[config.mk]
export PLATFORM = sky130hd
export DESIGN_NAME = pli_cell
export DESIGN_NICKNAME = d
export VERILOG_FILES = /design/src/sv/pli_pkg.sv /design/src/sv/pli_cell.sv
export SDC_FILE = /design/constraint.sdc
export NUM_CORES = 1
export LEC_CHECK = 0
export CORE_MARGIN = 2
export CORE_UTILIZATION = 50
export DETAILED_ROUTE_END_ITERATION = 7
export DONT_BUFFER_PORTS = 1
export GPL_TIMING_DRIVEN = 1
export PLACE_DENSITY_LB_ADDON = 0.05
export SETUP_SLACK_MARGIN = 0.15
export SLEW_MARGIN = 0
export SYNTH_ARGS = -nofsm -noshare
export SYNTH_HDL_FRONTEND = slang
export SYNTH_SLANG_ARGS = --single-unit
[constraint.sdc]
create_clock -name clk -period 2.65 [get_ports clk]
set_input_delay 0 -clock clk [delete_from_list [all_inputs] [get_ports clk]]
set_output_delay 0 -clock clk [all_outputs]
set_load 0.02 [all_outputs]
[src/sv/pli_pkg.sv]
package pli_pkg;

  localparam int ID_W     = 31;
  localparam int OP_W     = 4;
  localparam int POS_W    = 8;
  localparam int STATUS_W = 3;
  localparam int OCNT_W   = 7;
  // index width covering the largest supported list (1024 entries, plus one)
  localparam int IDX_W    = 11;

  localparam int IN_DATA_W  = 48;
  localparam int OUT_DATA_W = 48;

  typedef enum logic [OP_W-1:0] {
    OP_INS_FRONT = 4'd0,
    OP_INS_END   = 4'd1,
    OP_INS_POS   = 4'd2,
    OP_RM_FRONT  = 4'd3,
    OP_RM_END    = 4'd4,
    OP_RM_IDX    = 4'd5,
    OP_ROTATE    = 4'd6,
    OP_READ      = 4'd7,
    OP_CLEAR     = 4'd8
  } op_t;

  typedef enum logic [STATUS_W-1:0] {
    ST_OK        = 3'd0,
    ST_EMPTY     = 3'd1,
    ST_FULL      = 3'd2,
    ST_RANGE     = 3'd3,
    ST_FEW       = 3'd4
  } status_t;

  typedef enum logic [2:0] {
    MODE_HOLD,
    MODE_INS,
    MODE_RM,
    MODE_ROT,
    MODE_READ
  } cell_mode_t;

  // broadcast to every cell each accepted beat
  typedef struct packed {
    cell_mode_t       mode;
    logic [IDX_W-1:0] sel;   // insert / remove / read index
    logic [IDX_W-1:0] last;  // index of the last valid entry
  } cell_ctrl_t;

endpackage

[src/sv/pli_cell.sv]
module pli_cell #(
  parameter int IDX = 0
) (
  input  logic                      clk,
  input  logic                      en,
  input  pli_pkg::cell_ctrl_t       ctrl,
  input  logic [pli_pkg::ID_W-1:0]  load_val,
  input  logic [pli_pkg::ID_W-1:0]  left_val,
  input  logic [pli_pkg::ID_W-1:0]  right_val,
  output logic [pli_pkg::ID_W-1:0]  val,
  output logic [pli_pkg::ID_W-1:0]  tap
);

  localparam logic [pli_pkg::IDX_W-1:0] MY_IDX = pli_pkg::IDX_W'(IDX);

  logic [pli_pkg::ID_W-1:0] val_next;
  logic                     tap_sel;

  always_comb begin
    val_next = val;
    tap_sel  = 1'b0;
    unique case (ctrl.mode)
      pli_pkg::MODE_INS: begin
        if (MY_IDX == ctrl.sel) begin
          val_next = load_val;
        end else if (MY_IDX > ctrl.sel) begin
          val_next = left_val;
        end
      end
      pli_pkg::MODE_RM: begin
        tap_sel = (MY_IDX == ctrl.sel);
        if (MY_IDX >= ctrl.sel) begin
          val_next = right_val;
        end
      end
      pli_pkg::MODE_ROT: begin
        if (MY_IDX < ctrl.last) begin
          val_next = right_val;
        end else if (MY_IDX == ctrl.last) begin
          val_next = load_val;  // old head wraps to the tail
        end
      end
      pli_pkg::MODE_READ: begin
        tap_sel = (MY_IDX == ctrl.sel);
      end
      default: begin
        val_next = val;
      end
    endcase
  end

  always_ff @(posedge clk) begin
    if (en) begin
      val <= val_next;
      tap <= tap_sel ? val : '0;
    end
  end

endmodule

* After elaboration in Yosys (flattened, before gate mapping) *
Cells that the tools add are included.

storage, ports and cells
  register bits = 62
  input port bits = 120
  output and inout bits = 62

cells by class
  order comparisons = 3
  eq/ne operators = 7
  mux-type cells = 7
  reductions and logical operators = 5

operators with widths
  operator                                                                      count
  31-bit two-way mux                                                            5
  31-bit case mux with 3 select lines                                           1
  11-bit zero test                                                              2
  1-bit by 11-bit >= comparator with 1-bit output, first input constant         1
  1-bit by 11-bit > comparator with 1-bit output, first input constant          1
  1-bit by 11-bit less-than comparator with 1-bit output, first input constant  1
  3-bit by 2-bit equality test with 1-bit output, second input constant         2
  3-bit inequality test, second input constant                                  2
  5-bit AND reduction                                                           1
  3-bit by 1-bit equality test with 1-bit output, second input constant         1
  3-bit equality test, second input constant                                    1
  3-bit nonzero test                                                            1
  2-bit inequality test, second input constant                                  1
  2-bit OR reduction                                                            1
  1-bit two-way mux                                                             1

* Longest topological paths before layout *
  word-level depth = 4
  mapped depth = 6

* Least setup slack after synthesis *
No wires, ideal clock.

  path type = input to register
  from = in ctrl[16] in the netlist's numbering
  to = reg val[0] in the netlist's numbering, enable pin
  setup time = 391 ps
  arrival = 1495 ps
  slack = 764 ps
  stages = 4
  path buffers = 0
  path through = nor4_1 and3_2 maj3_1 and3b_1

on the way
  cells in the longest elaborated chain, start to end = 3

ends and longest elaborated chain
  element                                                                          RTL line        source
  start: declaration                                                               pli_cell.sv:6   input pli_pkg::cell_ctrl_t ctrl,
  1-bit by 11-bit > comparator with 1-bit output (tied with other cells)           pli_cell.sv:26  end else if (MY_IDX > ctrl.sel) begin
  3-bit inequality test (no source line) or 2-bit inequality test (tied branches)  -
  5-bit AND reduction (no source line) *                                           -
  end signal: assignment                                                           pli_cell.sv:54  val <= val_next;
  end: declaration                                                                 pli_cell.sv:10  output logic [pli_pkg::ID_W-1:0] val,

Every way passes the cells marked *; elsewhere a longest branch is shown, timed or not.
A chain may end at the register's enable or synchronous reset.

* Worst setup path in the final report *
  from = in ctrl[16] in the netlist's numbering
  to = reg val[2] in the netlist's numbering, data pin

on the way
  cells in the longest elaborated chain, start to end = 3

ends and longest elaborated chain
  element                              RTL line        source
  11-bit zero test                     pli_cell.sv:24  if (MY_IDX == ctrl.sel) begin
  31-bit two-way mux                   pli_cell.sv:24
  31-bit case mux with 3 select lines  pli_cell.sv:22  unique case (ctrl.mode)
  net val_next, one bit                pli_cell.sv:16  logic [pli_pkg::ID_W-1:0] val_next;

The timed path passes the listed nets, and every way through them passes these cells.

==> results_dict.tcl <==
set metrics [dict create \
    status "complete, no violations" \
    arrival_ps 2170 \
    yosysSeqAreaShare_pct 63.0 \
    cts.htree.levels 3 \
    crit_family "buffers and inverters" \
    fin_tns_setup_ps 0 \
    routed_wl_mm 7.65 \
    netlist_instances 247 \
    worstPathRequired_ps 2730 \
    nFillCells 433 \
    num_rows 28 \
    setup_viol 0 \
    finalInstanceArea_mm2 0.00389 \
    coreArea_mm2 0.00582 \
    antenna_found_initial 0 \
    die_w_um 80.9 \
    hpwl_mm 4.78 \
    cap_violations 0 \
    p_leak_nw 1.78 \
    dieArea_mm2 0.00654 \
    ctsRootBufferMaster "clkbuf_8" \
    critPathKind "input port to register" \
    finClkSkew_ps 7.29 \
    critical_path_buf_inv_count 2 \
    r2r-start "val[26]" \
    drtIter0Drc 246 \
    finalHoldViolations 0 \
    drv_slew 0 \
    io_pins 182 \
    grt_first_pass_wirelength_mm 10.7 \
    power_mw 2.26 \
    final_net_count 434 \
    numCtsBuffers 9 \
    synth_seq_cells 62 \
    use_met3_pct 8.56 \
    post-route-min-period_ps 2090 \
    ys_types 20 \
    area_growth_pct 31.6 \
    routed_via_density 5.57 \
    grt_pass1_vias 2195 \
    fin_util_pct 66.9 \
    crit_path_top_delay_cell "dlygate4sd3_1" \
    rsz0062_at_grt "no" \
    gr-usage-met1_pct 21.8 \
    clock_latency_ps 340 \
    synth_area_mm2 0.00296 \
    tritoncts "yes" \
    cp_cell_sequence "nor4_1 -> nand3_1 -> mux2i_4 -> buf_4 -> a222oi_1 -> dlygate4sd3_1" \
    cts_hold_buf 64 \
    clk_path_buf_depth 2 \
    syn_nets 367 \
    tightest_slew_ps 1110 \
    power.density_mw_per_mm2 582 \
    endpoint_kind "register" \
    met2_usage_pct 41.6 \
    hold_path_depth 2 \
    cp_max_fo 17 \
    r2r_end "tap[26]" \
    die_y_um 80.9 \
    globalRoute.totalOverflow 0 \
    antenna_left 0 \
    slew_headroom_pct 25.7 \
    yosys_warnings 0 \
    crit_path_max_incr_delay_ps 650 \
    r2r_cells 1 \
    whs_endpoint "val[10]" \
    clk_pin_slew_ps 70 \
    startpoint_type "input port" \
    ir_drop_uv 353 \
    fin_crit_sh_pct 78.7 \
    cts_resized 0 \
    grt_max_degree 32 \
    drc 0 \
    final_common_cell "inv_1" \
    final_cell_mix "inv_1, dlygate4sd3_1, edfxtp_1" \
    port_buffers 0 \
    hold_class "input port to register" \
    drt-wirelength-per-cell_um 19.4 \
    post-cts-setup-buffers 0 \
    start_util_pct 50.8 \
    drtPass1Iterations 8 \
    fmax_mhz 479 \
    syn_area_per_cell_um2 12.0 \
    top_usage_layer "met2" \
    num_vias 2193 \
    place_congestion 0.716 \
    clock_sinks 62 \
    ff2ff_setup_slack_ps 1660 \
    hold_start "en" \
    drive_gt1_share_pct 17.6 \
    n_antenna_cell 0 \
    grt_use_total_pct 22.7 \
    post_dp_cell_area_mm2 0.00303 \
]
power breakdown:
group	switching, mW	internal [mW]	leakage, nW
clock network	0.372	0.523	0.104
logic	0.0857	0.119	1.05
registers	0.0504	1.11	0.621
synth_stat cells, drive strengths merged:
library cell	number	share of area [%]
a222oi	31	10
and2	32	8.1
and2b	1	0.25
and3	1	0.25
and3b	1	0.30
buf	7	1.8
clkbuf	6	0.89
edfxtp	62	63
inv	93	12
maj3	1	0.34
mux2i	1	0.34
nand3	2	0.34
nor2	1	0.13
nor3	2	0.34
nor4	4	0.85
nor4b	1	0.51
xnor2	1	0.30
worst max path at each step:
stage	start	to	cells past startpoint
final	ctrl[16]	val[2]	6
after floorplan	ctrl[16]	val[0]	4
after global placement	ctrl[12]	val[16]	5
after CTS	ctrl[12]	val[23]	6
after detailed placement	ctrl[12]	val[23]	5
after global routing	ctrl[12]	val[2]	6
layout make-up:
class | instances | area (um2) | share of cell area (%)
flip-flops and latches | 62 | 1860 | 47.8
well taps | 75 | 93.8 | 2.41
clock buffers | 9 | 124 | 3.18
repair buffers | 69 | 688 | 17.7
clock inverters | 7 | 88.8 | 2.28
multi-input cells | 79 | 686 | 17.6
inverters | 93 | 349 | 8.97
metrics by stage:
stage | hold WS (ps) | cells | worst slack [ps]
6_report | 215 | 394 | 564
5_1_grt | 216 | 394 | 498
4_1_cts | 199 | 394 | 614
3_5_place_dp | 116 | 314 | 802
3_3_place_gp | 116 | 314 | 923
2_1_floorplan | 112 | 247 | 764
flip-flops by register name (all words and copies together), names as in the netlist:
| signal | flops |
|---|---|
| tap | 31 |
| val | 31 |
cell families (layout without fill, tap and decap cells):
family          Yosys count  count (layout)  share of synthesized area, %
compound gates           31              31                          10.5
mux                       1               1                         0.339
xor+xnor                  1               1                         0.296
fa+ha+maj                 1               1                         0.339
buf+inv                 106             178                          14.5
simple gates             45              45                          11.0
flops                    62              62                          63.0
metal layers:
layer	vias up	routed length [um]
li1	978	-
met1	1047	2530
met2	151	4120
met3	17	785
met4	0	214
met5	-	0
(Power assumes the default switching activity.)
